File: config.mk
export PLATFORM = sky130hd
export DESIGN_NAME = touch_wake_gesture_detector
export DESIGN_NICKNAME = d
export VERILOG_FILES = /design/src/sv/twg_pkg.sv /design/src/sv/twg_horiz.sv /design/src/sv/twg_vert.sv /design/src/sv/twg_tap.sv /design/src/sv/touch_wake_gesture_detector.sv
export SDC_FILE = /design/constraint.sdc
export NUM_CORES = 1
export LEC_CHECK = 0
export BUFFER_PORTS_ARGS = -buffer_cell sky130_fd_sc_hd__buf_2
export CAP_MARGIN = 5
export CORE_UTILIZATION = 40
export CTS_BUF_LIST = sky130_fd_sc_hd__clkbuf_8
export CTS_CLUSTER_DIAMETER = 80
export DETAILED_ROUTE_END_ITERATION = 6
export REMOVE_ABC_BUFFERS = 1
export SLEW_MARGIN = 20
export SYNTH_ARGS = -nofsm -noshare
export SYNTH_HDL_FRONTEND = slang
export SYNTH_SLANG_ARGS = --single-unit
File: constraint.sdc
create_clock -name clk -period 17.95 [get_ports clk]
set_clock_uncertainty 0.05 [all_clocks]
set_input_delay 1.795 -clock clk [delete_from_list [all_inputs] [get_ports clk]]
set_output_delay 1.795 -clock clk [all_outputs]
set_load 0.01 [all_outputs]
File: src/sv/twg_pkg.sv
// ----------------------------------------------------------------------------
// twg_pkg
// Shared types and constants of the touch wake gesture detector.
// ----------------------------------------------------------------------------
package twg_pkg;

  typedef logic signed [15:0] coord_t;

  // event kinds
  typedef enum logic [2:0] {
    FN_POS_X    = 3'd0,
    FN_POS_Y    = 3'd1,
    FN_TRACK_ID = 3'd2,
    FN_SLOT     = 3'd3,
    FN_OTHER    = 3'd4
  } func_t;

  // configuration register indexes
  localparam logic [2:0] REG_EN_DOUBLE_TAP = 3'd0;
  localparam logic [2:0] REG_EN_RIGHT      = 3'd1;
  localparam logic [2:0] REG_EN_LEFT       = 3'd2;
  localparam logic [2:0] REG_EN_UP         = 3'd3;
  localparam logic [2:0] REG_EN_DOWN       = 3'd4;
  localparam logic [2:0] REG_SWIPE_TIMEOUT = 3'd5;
  localparam logic [2:0] REG_TAP_WINDOW    = 3'd6;
  localparam logic [2:0] REG_TAP_RADIUS    = 3'd7;

  typedef enum logic [1:0] {
    HG_NONE  = 2'd0,
    HG_RIGHT = 2'd1,
    HG_LEFT  = 2'd2
  } hgest_t;

  typedef enum logic [1:0] {
    VG_NONE = 2'd0,
    VG_UP   = 2'd1,
    VG_DOWN = 2'd2
  } vgest_t;

  localparam coord_t BAND_1      = 16'sd340;
  localparam coord_t BAND_2      = 16'sd620;
  localparam coord_t VERT_SPLIT  = 16'sd800;
  localparam coord_t HORIZ_SPLIT = 16'sd540;
  localparam coord_t FINAL_GAP   = 16'sd270;
  localparam int     VERT_STEP   = 135;
  localparam int     OFF_X_SHIFT = 5000;

  localparam logic [15:0] SWIPE_TIMEOUT_RST = 16'd300;
  localparam logic [15:0] TAP_WINDOW_RST    = 16'd500;
  localparam logic [11:0] TAP_RADIUS_RST    = 12'd150;

  // swipe tracker control
  typedef struct packed {
    logic step;   // request moves through the result stage
    logic clear;  // slot, release or screen-on touch outside the bottom edge
    logic eval;   // position complete, run the tracker
    logic off;    // screen off
  } swipe_ctl_t;

  // double tap tracker control
  typedef struct packed {
    logic step;
    logic clear;    // slot event
    logic lift;     // finger release
    logic check;    // release with screen off and double tap enabled
  } tap_ctl_t;

endpackage

File: src/sv/twg_horiz.sv
// ----------------------------------------------------------------------------
// twg_horiz
// Horizontal swipe tracker: start point, two barrier bands, timeout.
// ----------------------------------------------------------------------------
module twg_horiz import twg_pkg::*; #(
  parameter int SCREEN_WIDTH = 1080
) (
  input  logic        clk,
  input  logic        rst,
  input  swipe_ctl_t  ctl,
  input  coord_t      x,
  input  logic [31:0] now,
  input  logic        en_right,
  input  logic        en_left,
  input  logic [15:0] timeout,
  output hgest_t      res
);

  localparam coord_t RIGHT_END = 16'(SCREEN_WIDTH - 270);

  coord_t      start_x, start_x_next, sx;
  logic [31:0] start_time, start_time_next, st;
  logic        armed, armed_next;
  logic [1:0]  bands, bands_next;
  logic        timely;

  always_comb begin
    sx = (start_x == 16'sd0) ? x : start_x;
    st = (start_x == 16'sd0) ? now : start_time;
    timely = (now - st) < {16'd0, timeout};
    start_x_next = start_x;
    start_time_next = start_time;
    armed_next = armed;
    bands_next = bands;
    res = HG_NONE;
    if (ctl.clear) begin
      start_x_next = '0;
      start_time_next = '0;
      armed_next = 1'b1;
      bands_next = '0;
    end else if (ctl.eval) begin
      start_x_next = sx;
      start_time_next = st;
      if (sx < HORIZ_SPLIT && ctl.off && en_right) begin
        if (bands[0] || (x > 16'sd0 && x < BAND_1)) begin
          bands_next[0] = 1'b1;
          if (bands[1] || (x > BAND_1 && x < BAND_2)) begin
            bands_next[1] = 1'b1;
            if (x > BAND_2 && x > RIGHT_END && armed && timely) begin
              res = HG_RIGHT;
              armed_next = 1'b0;
            end
          end
        end
      end else if (sx >= HORIZ_SPLIT && ctl.off && en_left) begin
        if (bands[0] || (x < RIGHT_END && x > BAND_2)) begin
          bands_next[0] = 1'b1;
          if (bands[1] || (x < BAND_2 && x > BAND_1)) begin
            bands_next[1] = 1'b1;
            if (x < BAND_1 && x < FINAL_GAP && armed && timely) begin
              res = HG_LEFT;
              armed_next = 1'b0;
            end
          end
        end
      end
    end
  end

  always_ff @(posedge clk) begin
    if (rst) begin
      start_x <= '0;
      start_time <= '0;
      armed <= 1'b1;
      bands <= '0;
    end else if (ctl.step) begin
      start_x <= start_x_next;
      start_time <= start_time_next;
      armed <= armed_next;
      bands <= bands_next;
    end
  end

endmodule

File: src/sv/twg_vert.sv
// ----------------------------------------------------------------------------
// twg_vert
// Vertical swipe tracker: three 135-pixel steps from the start point.
// ----------------------------------------------------------------------------
module twg_vert import twg_pkg::*; (
  input  logic        clk,
  input  logic        rst,
  input  swipe_ctl_t  ctl,
  input  coord_t      y,
  input  logic [31:0] now,
  input  logic        en_up,
  input  logic        en_down,
  input  logic [15:0] timeout,
  output vgest_t      res
);

  localparam logic signed [17:0] STEP1 = 18'(VERT_STEP);
  localparam logic signed [17:0] STEP2 = 18'(2 * VERT_STEP);
  localparam logic signed [17:0] STEP3 = 18'(3 * VERT_STEP);

  coord_t             start_y, start_y_next, sy;
  logic [31:0]        start_time, start_time_next, st;
  logic               armed, armed_next;
  logic [1:0]         bands, bands_next;
  logic               timely;
  logic signed [17:0] s, yw;

  always_comb begin
    sy = (start_y == 16'sd0) ? y : start_y;
    st = (start_y == 16'sd0) ? now : start_time;
    timely = (now - st) < {16'd0, timeout};
    s = {{2{sy[15]}}, sy};
    yw = {{2{y[15]}}, y};
    start_y_next = start_y;
    start_time_next = start_time;
    armed_next = armed;
    bands_next = bands;
    res = VG_NONE;
    if (ctl.clear) begin
      start_y_next = '0;
      start_time_next = '0;
      armed_next = 1'b1;
      bands_next = '0;
    end else if (ctl.eval) begin
      start_y_next = sy;
      start_time_next = st;
      if (sy > VERT_SPLIT && en_up) begin
        if (bands[0] || (yw < s && yw > s - STEP1)) begin
          bands_next[0] = 1'b1;
          if (bands[1] || (yw < s - STEP1 && yw > s - STEP2)) begin
            bands_next[1] = 1'b1;
            if (yw < s - STEP3 && armed && timely) begin
              res = VG_UP;
              armed_next = 1'b0;
            end
          end
        end
      end else if (sy <= VERT_SPLIT && en_down) begin
        if (bands[0] || (yw > s && yw < s + STEP1)) begin
          bands_next[0] = 1'b1;
          if (bands[1] || (yw > s + STEP1 && yw < s + STEP2)) begin
            bands_next[1] = 1'b1;
            if (yw > s + STEP3 && armed && timely) begin
              res = VG_DOWN;
              armed_next = 1'b0;
            end
          end
        end
      end
    end
  end

  always_ff @(posedge clk) begin
    if (rst) begin
      start_y <= '0;
      start_time <= '0;
      armed <= 1'b1;
      bands <= '0;
    end else if (ctl.step) begin
      start_y <= start_y_next;
      start_time <= start_time_next;
      armed <= armed_next;
      bands <= bands_next;
    end
  end

endmodule

File: src/sv/twg_tap.sv
// ----------------------------------------------------------------------------
// twg_tap
// Double tap tracker: edge margin, per-axis radius and tap window.
// ----------------------------------------------------------------------------
module twg_tap import twg_pkg::*; #(
  parameter int SCREEN_WIDTH  = 1080,
  parameter int SCREEN_HEIGHT = 1920,
  parameter int EDGE_MARGIN   = 90
) (
  input  logic        clk,
  input  logic        rst,
  input  tap_ctl_t    ctl,
  input  coord_t      x,
  input  coord_t      y,
  input  logic [31:0] now,
  input  logic [15:0] window,
  input  logic [11:0] radius,
  output logic        hit
);

  localparam coord_t LO    = 16'(EDGE_MARGIN);
  localparam coord_t X_MAX = 16'(SCREEN_WIDTH - EDGE_MARGIN);
  localparam coord_t Y_MAX = 16'(SCREEN_HEIGHT - EDGE_MARGIN);

  logic [1:0]         count, count_next;
  logic [31:0]        tap_time, tap_time_next;
  coord_t             tap_x, tap_x_next, tap_y, tap_y_next;
  logic               armed, armed_next;
  logic               rel_seen, rel_seen_next, rel;
  logic signed [16:0] dx, dy;
  logic [16:0]        adx, ady;
  logic               in_area, close;

  always_comb begin
    dx = {x[15], x} - {tap_x[15], tap_x};
    dy = {y[15], y} - {tap_y[15], tap_y};
    adx = dx[16] ? 17'(-dx) : 17'(dx);
    ady = dy[16] ? 17'(-dy) : 17'(dy);
    close = adx < {5'd0, radius} && ady < {5'd0, radius} &&
            (now - tap_time) < {16'd0, window};
    in_area = x >= LO && x <= X_MAX && y >= LO && y <= Y_MAX;
    rel = ctl.lift | rel_seen;
    count_next = count;
    tap_time_next = tap_time;
    tap_x_next = tap_x;
    tap_y_next = tap_y;
    armed_next = armed;
    rel_seen_next = rel;
    hit = 1'b0;
    if (ctl.clear) begin
      count_next = '0;
      tap_time_next = '0;
      tap_x_next = '0;
      tap_y_next = '0;
      armed_next = 1'b1;
    end else if (ctl.check && in_area && armed && rel) begin
      rel_seen_next = 1'b0;
      if (count == 2'd1 && close) begin
        hit = 1'b1;
        count_next = '0;
        tap_time_next = '0;
        tap_x_next = '0;
        tap_y_next = '0;
        armed_next = 1'b1;
      end else begin
        // first tap, or restart from this tap
        count_next = 2'd1;
        tap_time_next = now;
        tap_x_next = x;
        tap_y_next = y;
      end
    end
  end

  always_ff @(posedge clk) begin
    if (rst) begin
      count <= '0;
      tap_time <= '0;
      tap_x <= '0;
      tap_y <= '0;
      armed <= 1'b1;
      rel_seen <= 1'b1;
    end else if (ctl.step) begin
      count <= count_next;
      tap_time <= tap_time_next;
      tap_x <= tap_x_next;
      tap_y <= tap_y_next;
      armed <= armed_next;
      rel_seen <= rel_seen_next;
    end
  end

endmodule

File: src/sv/touch_wake_gesture_detector.sv
// ----------------------------------------------------------------------------
// touch_wake_gesture_detector
// Sweep and double tap wake gesture detection on a multitouch event stream.
// ----------------------------------------------------------------------------
// Takes one touch event per clock cycle while in_stall is low. Each accepted
// event yields exactly one result: the accepting edge loads the input
// register, and the edge on which the input register fires moves it through
// the tracker logic into the result register. The tracker state updates in
// the same cycle the result is registered, so consecutive events never wait
// on each other. Stall on the output holds the result register and then the
// input register.
module touch_wake_gesture_detector import twg_pkg::*; #(
  parameter int SCREEN_WIDTH  = 1080,
  parameter int SCREEN_HEIGHT = 1920,
  parameter int EDGE_MARGIN   = 90
) (
  input  logic        clk,
  input  logic        rst,
  input  logic        wr_en,
  input  logic [2:0]  wr_index,
  input  logic [15:0] wr_data,
  input  logic        in_valid,
  output logic        in_stall,
  input  logic [2:0]  func,
  input  coord_t      event_value,
  input  logic [31:0] now_ms,
  input  logic        screen_off,
  output logic        out_valid,
  input  logic        out_stall,
  output logic [1:0]  horizontal_gesture,
  output logic [1:0]  vertical_gesture,
  output logic        double_tap
);

  localparam coord_t BOTTOM_EDGE = 16'(SCREEN_HEIGHT - EDGE_MARGIN);

  // configuration
  logic        en_double_tap, en_right, en_left, en_up, en_down;
  logic [15:0] swipe_timeout, tap_window;
  logic [11:0] tap_radius;

  // input register
  logic        in_full;
  logic [2:0]  in_func;
  coord_t      in_value;
  logic [31:0] in_now;
  logic        in_off;

  // position state
  coord_t      cur_x, cur_y;
  logic        x_seen, y_seen;

  logic signed [16:0] shifted;
  coord_t      adj_value;
  logic        fire, accept;
  logic        is_slot, is_release, is_pos, xs, ys, trig, edge_clear;
  coord_t      px, py;
  swipe_ctl_t  h_ctl, v_ctl;
  tap_ctl_t    t_ctl;
  hgest_t      h_res;
  vgest_t      v_res;
  logic        t_hit;

  always_ff @(posedge clk) begin
    if (rst) begin
      en_double_tap <= 1'b0;
      en_right <= 1'b0;
      en_left <= 1'b0;
      en_up <= 1'b0;
      en_down <= 1'b0;
      swipe_timeout <= SWIPE_TIMEOUT_RST;
      tap_window <= TAP_WINDOW_RST;
      tap_radius <= TAP_RADIUS_RST;
    end else if (wr_en) begin
      unique case (wr_index)
        REG_EN_DOUBLE_TAP: en_double_tap <= wr_data[0];
        REG_EN_RIGHT:      en_right <= wr_data[0];
        REG_EN_LEFT:       en_left <= wr_data[0];
        REG_EN_UP:         en_up <= wr_data[0];
        REG_EN_DOWN:       en_down <= wr_data[0];
        REG_SWIPE_TIMEOUT: swipe_timeout <= wr_data;
        REG_TAP_WINDOW:    tap_window <= wr_data;
        REG_TAP_RADIUS:    tap_radius <= wr_data[11:0];
      endcase
    end
  end

  // screen-off X shift, saturating at the bottom of the range
  always_comb begin
    shifted = {event_value[15], event_value} - 17'(OFF_X_SHIFT);
    adj_value = event_value;
    if (screen_off && func == FN_POS_X) begin
      adj_value = (shifted < -17'sd32768) ? -16'sd32768 : shifted[15:0];
    end
  end

  assign fire     = in_full && (!out_valid || !out_stall);
  assign in_stall = in_full && !fire;
  assign accept   = in_valid && !in_stall;

  always_ff @(posedge clk) begin
    if (rst) begin
      in_full <= 1'b0;
    end else begin
      in_full <= accept || in_stall;
    end
  end

  always_ff @(posedge clk) begin
    if (accept) begin
      in_func <= func;
      in_value <= adj_value;
      in_now <= now_ms;
      in_off <= screen_off;
    end
  end

  always_comb begin
    is_slot = in_func == FN_SLOT;
    is_release = in_func == FN_TRACK_ID && in_value == -16'sd1;
    is_pos = !is_slot && !is_release;
    px = (is_pos && in_func == FN_POS_X) ? in_value : cur_x;
    py = (is_pos && in_func == FN_POS_Y) ? in_value : cur_y;
    xs = x_seen || (is_pos && in_func == FN_POS_X);
    ys = y_seen || (is_pos && in_func == FN_POS_Y);
    trig = is_pos && ((xs && ys) || (!in_off && xs && !ys));
    edge_clear = trig && !in_off && py < BOTTOM_EDGE;

    h_ctl.step = fire;
    h_ctl.clear = is_slot || is_release || edge_clear;
    h_ctl.eval = trig && !edge_clear;
    h_ctl.off = in_off;

    v_ctl.step = fire;
    v_ctl.clear = h_ctl.clear;
    v_ctl.eval = trig && in_off;
    v_ctl.off = in_off;

    t_ctl.step = fire;
    t_ctl.clear = is_slot;
    t_ctl.lift = is_release;
    t_ctl.check = is_release && in_off && en_double_tap;
  end

  always_ff @(posedge clk) begin
    if (rst) begin
      cur_x <= '0;
      cur_y <= '0;
      x_seen <= 1'b0;
      y_seen <= 1'b0;
    end else if (fire) begin
      cur_x <= px;
      cur_y <= py;
      x_seen <= xs && !trig;
      y_seen <= ys && !trig;
    end
  end

  twg_horiz #(
    .SCREEN_WIDTH(SCREEN_WIDTH)
  ) u_horiz (
    .clk      (clk),
    .rst      (rst),
    .ctl      (h_ctl),
    .x        (px),
    .now      (in_now),
    .en_right (en_right),
    .en_left  (en_left),
    .timeout  (swipe_timeout),
    .res      (h_res)
  );

  twg_vert u_vert (
    .clk     (clk),
    .rst     (rst),
    .ctl     (v_ctl),
    .y       (py),
    .now     (in_now),
    .en_up   (en_up),
    .en_down (en_down),
    .timeout (swipe_timeout),
    .res     (v_res)
  );

  twg_tap #(
    .SCREEN_WIDTH  (SCREEN_WIDTH),
    .SCREEN_HEIGHT (SCREEN_HEIGHT),
    .EDGE_MARGIN   (EDGE_MARGIN)
  ) u_tap (
    .clk    (clk),
    .rst    (rst),
    .ctl    (t_ctl),
    .x      (cur_x),
    .y      (cur_y),
    .now    (in_now),
    .window (tap_window),
    .radius (tap_radius),
    .hit    (t_hit)
  );

  // result register
  always_ff @(posedge clk) begin
    if (rst) begin
      out_valid <= 1'b0;
    end else begin
      out_valid <= fire || (out_valid && out_stall);
    end
  end

  always_ff @(posedge clk) begin
    if (fire) begin
      horizontal_gesture <= h_res;
      vertical_gesture <= v_res;
      double_tap <= t_hit;
    end
  end

endmodule

After elaboration in Yosys (flattened, before gate mapping):

Index checks and enable logic that the tools add are counted.

* order comparisons: 33
* muxes and demuxes: 87
* add/sub/neg operators: 14
* reductions and logical operators: 115
* bitwise gates (word level): 4
* equality and inequality tests: 17

Operators by type and width (count)
* $mux W32: 9
* $mux W16: 16
* $lt A32 B16 Y1: 3
* $sub A32 B32 Y32: 3
* $gt A16 B17 Y1: 4
* $lt A16 B17 Y1: 4
* $mux W2: 28
* $logic_and A1 B1 Y1: 53
* $gt A16 B11 Y1 const B: 3
* $lt A16 B11 Y1 const B: 3
* $add A16 B10 Y17 const B: 2
* $lt A17 B12 Y1: 2
* $mux W17: 2
* $neg A17 Y17: 2
* $sub A16 B10 Y17 const B: 2
* $sub A16 B16 Y17: 2
* $ge A16 B8 Y1 const B: 2
* $le A16 B11 Y1 const B: 2
* $logic_not A16 Y1: 2
* $lt A16 B10 Y1 const B: 2
* $mux W1: 32
* $reduce_and A2 Y1: 11
* $reduce_bool A3 Y1: 7
* $add A16 B9 Y17 const B: 1
* other kinds (28): 73

* bits in registers: 312
* output and inout bits: 7

Depth between registers and ports, before layout:

Gate-level depths: netlist of run 1.

* depth after elaboration: 18
* gate-level depth with buffers: 33
* mapped depth without buffers: 29

By module:

From an unflattened synthesis of run 1, not the netlist that was laid out.

* cells, all modules: 3429
* area, all modules: 27002.1 µm²

Modules (own cells, without submodules)
* twg_vert: cells each 1163, area each 8565.7 µm², instances 1
* twg_tap: cells each 984, area each 7584.8 µm², instances 1
* touch_wake_gesture_detector: cells each 589, area each 5823.1 µm², instances 1
* twg_horiz: cells each 693, area each 5028.6 µm², instances 1

Least setup slack after synthesis of run 1:

Ideal clock, no wire load.

* kind: reg2reg
* start point: register u_vert.start_y[3]
* end point: register u_vert.armed
* path slack: 10.896 ns
* required time: 17.780 ns
* arrival time: 6.884 ns
* path buffers: 8
* cell stages (with the launch flop): 33
* cells stage by stage: dfxtp_1 > buf_2 > nor4_4 > and4_1 > buf_2 > buf_6 > buf_2 > buf_2 > buf_2 > buf_1 > clkbuf_1 > mux2i_1 > ha_1 > a21o_1 > or3_1 > o21ai_0 > a21bo_2 > o21ai_0 > nand2_1 > nand2_1 > a21oi_1 > xnor2_1 > ha_1 > nor4b_1 > nand2_1 > a2111oi_0 > o2111ai_1 > a31oi_1 > o311ai_0 > nor4_1 > nand4_1 > o311a_1 > a211o_1

* longest elaborated chain between the ends: 8
* elaborated cells between the ends (all ways): 48

Ends and longest elaborated chain
* start: declaration: RTL line twg_vert.sv:21 `coord_t start_y, start_y_next, sy;`
* start signal: assignment: RTL line twg_vert.sv:80 `start_y <= start_y_next;`
* branches (longest 8 deep; another with $sub A32 B32 Y32)
* end signal: assignment: RTL line twg_vert.sv:82 `armed <= armed_next;`
* end: declaration: RTL line twg_vert.sv:23 `logic armed, armed_next;`

Parallel ways; which one is timed is not known. The select of a mux whose other input is x is not followed.
A chain may end at the register's enable or synchronous reset.

Worst setup path after layout of run 1:

* start point: register u_vert.start_y[3]
* end point: register vertical_gesture[0], data pin

* longest elaborated chain between the ends: 10
* elaborated cells between the ends (all ways): 40

Ends and longest elaborated chain
* branches (longest 9 deep; another with $sub A32 B32 Y32)
* $mux W2 (*): RTL line twg_vert.sv:47 `if (sy > VERT_SPLIT && en_up) begin`
* end signal: assignment: RTL line touch_wake_gesture_detector.sv:213 `vertical_gesture <= v_res;`
* end: declaration: RTL line touch_wake_gesture_detector.sv:31 `output logic [1:0] vertical_gesture,`

Every way passes the cells marked *.

==> flow_summary.yaml, run 1 <==
die:
  core-area_um2: 65700
  die-area_um2: 67500
  std_cell_rows: 94
  start_util: 0.404
  die_y_um: 260
  die_w_um: 260
  io-pin-count: 83
clocking:
  cts_tree: "yes"
  clk_latency_ns: 0.69
  clock_path_buffers: 3
  cts_root_buf: "clkbuf_8"
  cts_resized: 0
  cts.sinks: 309
  clk_pin_slew_ns: 0.06
  cts_buffers: 56
  post_cts_buffers: 0
  cts_hold_repair.buffers: 0
  htree_num_levels: 2
critical_path:
  worstSetupEndpointType: "flop"
  critPathMaxStageDelay_ns: 0.63
  crit_path_top_delay_cell: "and4_4"
  cp.arrival_ns: 7.86
  path_delay_family: "simple AND/OR/NAND/NOR gates"
  start_kind: "flop"
  crit_buf_inv: 1
  required_ns: 18.37
  criticalPathCategory: "flop to flop"
  path_max_fanout: 39
detailed_routing:
  ant_nets: 0
  drt_iter0_drc: 2101
  avgRoutedWirePerCell_um: 19.7
  vias_per_cell: 5.86
  drc: 0
  vias: 25200
  drt_first_pass_iters: 5
  drt-total-wl_um: 84900
timing:
  hold_viol: 0
  fin_crit_ns: 7.45
  worst_pin_slew_ns: 1.01
  setup_viol: 0
  fin_setup_tns_ns: 0
  drv_slew: 0
  rsz0062_at_grt: "false"
  min_period_over_period: 0.415
  maxSlewHeadroom: 0.327
  fmax_mhz: 134
power:
  p_per_area_nw_per_um2: 70.4
  ir_drop_uv: 59.7
  p_leak_nw: 11.7
logic_synthesis:
  ys.warnings.count: 0
  yosys.cell_types.count: 95
  async_flop_share: 0
  netlist_area_um2: 26600
  synth_largest_area_cell: "dfxtp_1"
  synth_ff_type: "dfxtp_1"
  yosysTopAreaCellShare: 0.190
  ys_ff_latch: 309
  synth_cells: 3389
  synth_area_per_cell_um2: 7.84
  synth.area.top_cells: "dfxtp_1 19%, ha_1 12%, edfxtp_1 6.4%, nand2_1 5.4%, a21oi_1 5.1%"
  synth_enable_flop_cells: 57
  ys_seq_area_frac: 0.254
finish:
  nets: 3743
  layout-drive-gt1-share: 0.0848
  antenna_cells: 0
  fillers: 6713
  synthToLayoutAreaGrowth_pct: 8.76
  utilization: 0.440
global_routing:
  grt_util_all_layers: 0.246
  first_global_vias: 23000
  grt_pass1_wl_um: 133000
  grt_antenna_before_repair: 4
  grt_max_degree: 82
  grt-ovfl-total: 0
run_status:
  status: "finished, final reports clean"
job:
  max-cap-violations: 0
place:
  dp_hpwl_um: 65000
  port_buffers: 82
  place_congestion: 0.929
min_path:
  hold_path.class: "flop to flop"
==> path summary, 6_finish.rpt <==
kind / slack, ns / from / endpoint / depth (start not counted)
worst max-delay path: 10.50 / u_vert.start_y[3] / vertical_gesture[0] / 26
worst min register to register: 0.40 / u_tap.tap_time[15] / u_tap.tap_time[15] / 2
worst min-delay path: 0.40 / u_tap.tap_time[15] / u_tap.tap_time[15] / 2
worst max register to register: 10.50 / u_vert.start_y[3] / vertical_gesture[0] / 26
==> tightest hold or removal path: cells and delay by family (launching register included) <==
kind | cells | cell delay [ns]
flops | 1 | 0.30
simple gates | 1 | 0.05
compound gates | 1 | 0.05
==> cells by family (layout without fill, tap and decap cells) <==
group	count (synthesis)	after routing	synth area share
simple gates	1144	1144	0.209
compound gates	999	999	0.244
buf+inv	351	406	0.0512
flops	309	309	0.254
fa+ha+maj	272	272	0.129
xor+xnor	188	188	0.0625
mux	126	126	0.0495
==> cell usage in the layout (no fill, tap or decap), types with 33 or more instances in the layout <==
cell type,n
nand2_1,380
nor2_1,291
a21oi_1,268
ha_1,265
dfxtp_1,252
o21ai_0,208
inv_1,193
xnor2_1,139
mux2i_1,96
a211oi_1,96
buf_2,81
a21o_1,76
nor3_1,73
clkbuf_8,68
nand3b_1,62
edfxtp_1,57
nand3_1,55
xor2_1,48
a31oi_1,47
nand2b_1,40
o21a_1,36
nand4_1,36
buf_4,33
==> per-layer routing <==
layer / global-route usage / up-vias / wire (µm)
met5: 0 / - / 27
met1: 0.364 / 11900 / 41600
li1: - / 12400 / -
met3: 0.0316 / 139 / 5400
met4: 0.0667 / 4 / 2070
met2: 0.370 / 796 / 35800
==> where the power goes <==
| group | internal, W | total [W] | switching (W) |
|---|---|---|---|
| registers | 0.000722 | 0.000750 | 0.0000284 |
| logic | 0.000227 | 0.000573 | 0.000347 |
| clock network | 0.000388 | 0.000712 | 0.000324 |
| total | 0.00134 | 0.00204 | 0.000699 |
==> flip-flops by register name, summed over array words and instances (netlist names), 2 cells and up <==
signal and flops:
u_tap.tap_time 32, u_vert.start_time 32, u_vert.bands 2, in_now 32
vertical_gesture 2, swipe_timeout 16, in_func 3, cur_x 16
u_horiz.start_time 32, tap_radius 12, cur_y 16, u_horiz.bands 2
u_horiz.start_x 16, in_value 16, horizontal_gesture 2, tap_window 16
u_tap.tap_x 16, u_vert.start_y 16, u_tap.tap_y 16
==> cell usage after synthesis, drive strengths merged, types with 49 or more instances <==
library cell	number
a31oi	49
nand3b	62
nand2	380
xnor2	139
a21o	76
mux2i	99
dfxtp	252
a21oi	273
nor2	295
ha	265
nand3	55
inv	186
nor3	74
o21ai	220
a211oi	96
edfxtp	57
clkbuf	131
==> stage by stage <==
stage / total power [W] / instances / hold WS [ns] / area [µm²] / setup WS, ns
after floorplan: 0.00116 / 3225 / 0.367 / 25900 / 10.35
after detailed placement: 0.00133 / 4203 / 0.389 / 27700 / 10.67
final: 0.00204 / 4308 / 0.397 / 28900 / 10.50
after global placement: 0.00133 / 4203 / 0.383 / 27700 / 10.79
after CTS: 0.00204 / 4308 / 0.397 / 28900 / 10.57
after global routing: 0.00215 / 4308 / 0.420 / 28900 / 9.98
==> area by class of cell <==
cell class / count / area (µm²) / area share
multi-input cells: 2729 / 18500 / 0.641
flip-flops and latches: 309 / 6760 / 0.234
well taps: 864 / 1080 / 0.0374
clock buffers: 68 / 936 / 0.0324
inverters: 187 / 702 / 0.0243
repair buffers: 114 / 653 / 0.0226
clock inverters: 37 / 254 / 0.00879
(Power assumes the default switching activity.)
==> run 2, diff against run 1 <==
ABC_AREA = 1   (was not set)
clock period = 6.63 ns   (was 17.95 ns; I/O delays follow)
==> run 2 against run 1 <==
Non-clock buffer count grew 16. Setup slack got worse by 9.4 ns. Critical path type unchanged. Total power grew to 3.4 times the previous value. Largest cell class unchanged. Critical endpoint is now horizontal_gesture[0].
==> flow_summary.yaml, run 2 <==
power:
  p_int_w: 0.00415
  ir_drop_uv: 191
  sw_frac_of_total: 0.395
  combPwrFrac: 0.386
  p_per_area_nw_per_um2: 224
  p_leak_nw: 14.3
  switchingPower_w: 0.00271
  finalPower_w: 0.00686
  seq_power_share: 0.298
  p_clk_frac: 0.316
logic_synthesis:
  synth_ff_type: "dfxtp_1"
  yosys.cell_types.count: 73
  synth.area.top_cells: "dfxtp_1 18%, ha_1 12%, nand2_1 12%, a21oi_1 7.0%, inv_1 6.8%"
  synth_enable_flop_cells: 57
  yosysTopAreaCellShare: 0.182
  synth_common_cells: "883 x nand2_1, 504 x inv_1, 389 x a21oi_1"
  ys.warnings.count: 0
  synth_most_common_cell: "nand2_1"
  synth_largest_area_cell: "dfxtp_1"
  synth_cells: 4132
  netlist_area_um2: 27900
  ys_ff_latch: 310
  synth_area_per_cell_um2: 6.75
  async_flop_share: 0
  ys_seq_area_frac: 0.243
detailed_routing:
  avgRoutedWirePerCell_um: 17.2
  drt_first_pass_iters: 7
  vias: 27900
  vias_per_cell: 5.38
  drt_iter0_drc: 2282
  drc: 0
  drt-total-wl_um: 89300
  ant_nets: 0
finish:
  antenna_cells: 0
  nets: 4550
  utilization: 0.445
  fillers: 7275
  layout-drive-gt1-share: 0.0891
  final_common_cell: "nand2_1"
  layout_common_cells: "880 x nand2_1, 520 x inv_1, 389 x a21oi_1"
  synthToLayoutAreaGrowth_pct: 9.91
clocking:
  post_cts_buffers: 0
  cts.sinks: 310
  htree_num_levels: 2
  clk_latency_ns: 0.68
  clock_path_buffers: 3
  cts_root_buf: "clkbuf_8"
  cts_hold_repair.buffers: 0
  clk_pin_slew_ns: 0.07
  cts_tree: "yes"
  cts_buffers: 59
  cts_resized: 0
critical_path:
  r2r-end: "horizontal_gesture[0]"
  path_delay_family: "simple AND/OR/NAND/NOR gates"
  criticalPathCategory: "flop to flop"
  path_max_fanout: 11
  critPathMaxStageDelay_ns: 0.55
  r2r_cells: 29
  crit_end: "horizontal_gesture[0]"
  crit_path_top_delay_cell: "o21ai_0"
  r2r-start: "u_horiz.start_x[1]"
  required_ns: 7.08
  worstSetupEndpointType: "flop"
  reg2reg_slack_ns: 1.07
  cp_common_cell: "nor2_1"
  cp.arrival_ns: 6.01
  worstSetupPathDepth: 29
  start_kind: "flop"
  crit_buf_inv: 1
  startpoint: "u_horiz.start_x[1]"
place:
  place_congestion: 0.954
  port_buffers: 82
  pre_cts_ws_ns: 1.11
  dp_hpwl_um: 70700
timing:
  min_period_over_period: 0.839
  fin_ws_ns: 1.07
  drv_slew: 0
  setup_viol: 0
  holdWs_ns: 0.114
  fin_setup_tns_ns: 0
  fmax_mhz: 180
  hold_viol: 0
  fin_crit_ns: 5.56
  worst_pin_slew_ns: 1.12
  rsz0062_at_grt: "false"
  maxSlewHeadroom: 0.251
global_routing:
  grt-ovfl-total: 0
  grt_pass1_wl_um: 140000
  first_global_vias: 25200
  grt_antenna_before_repair: 1
  grt_max_degree: 79
  grt_util_all_layers: 0.247
die:
  die-area_um2: 70800
  io-pin-count: 83
  start_util: 0.405
  core-area_um2: 68800
  die_w_um: 266
  std_cell_rows: 96
  die_y_um: 266
job:
  max-cap-violations: 0
min_path:
  hold_path.class: "primary input to flop"
run_status:
  status: "finished, final reports clean"
run 2: cell count changes after synthesis, moves of 76 or more:
cell | previous run | this run
nand2_1 | 380 | 883
a211oi_1 | 96 | 20
nand3_1 | 55 | 268
xnor2_1 | 139 | 26
a21oi_1 | 269 | 389
inv_1 | 181 | 504
run 2: final cells by class:
cell class | instances | area (µm²) | area share
clock buffers | 72 | 991 | 0.0323
clock inverters | 39 | 380 | 0.0124
inverters | 530 | 1990 | 0.0650
multi-input cells | 3173 | 18600 | 0.606
flip-flops and latches | 310 | 6780 | 0.221
well taps | 931 | 1160 | 0.0380
repair buffers | 130 | 777 | 0.0253
run 2: metrics by stage:
| step | std cells | area, µm² |
|---|---|---|
| floorplan | 4013 | 27300 |
| global placement | 5074 | 29300 |
| detailed placement | 5074 | 29300 |
| CTS | 5185 | 30700 |
| global route | 5185 | 30700 |
| finish | 5185 | 30700 |
run 2: how the worst min path moves through the flow:
| stage | cells after the start | end | slack (ns) | from |
|---|---|---|---|---|
| global placement | 2 | u_tap.tap_x[14] | 0.39 | u_tap.tap_x[14] |
| CTS | 1 | in_now[2] | 0.04 | now_ms[2] |
| global route | 1 | in_now[3] | 0.06 | now_ms[3] |
| detailed placement | 2 | u_tap.tap_y[13] | 0.39 | u_tap.tap_y[13] |
| finish | 1 | in_now[2] | 0.11 | now_ms[2] |
| floorplan | 2 | u_vert.armed | 0.37 | u_vert.armed |
run 2: kinds of logic (layout without fill, tap and decap cells):
| group | after synthesis | count (layout) | share of synthesized area |
|---|---|---|---|
| DFF | 310 | 310 | 0.243 |
| adders and majority gates | 270 | 270 | 0.122 |
| buffers and inverters | 649 | 771 | 0.0924 |
| xor gates and xnor gates | 148 | 148 | 0.0470 |
| muxes | 61 | 61 | 0.0219 |
| AOI/OAI and AO/OA | 850 | 850 | 0.177 |
| and+or+nand+nor | 1844 | 1844 | 0.296 |
run 2: power by group through the flow:
stage	clock, W	sequential [W]	combinational (W)
after CTS	0.00223	0.00204	0.00262
after floorplan	0	0.00205	0.00191
after global placement	0	0.00208	0.00260
after global routing	0.00231	0.00205	0.00297
after detailed placement	0	0.00208	0.00260
final	0.00217	0.00204	0.00265
run 2: metal layers:
metal / up-vias / GRT usage / share of wire
met5: - / 0 / 0
met3: 128 / 0.0290 / 0.058
met1: 12900 / 0.353 / 0.48
met2: 808 / 0.393 / 0.44
met4: 0 / 0.0621 / 0.022
li1: 14100 / - / -
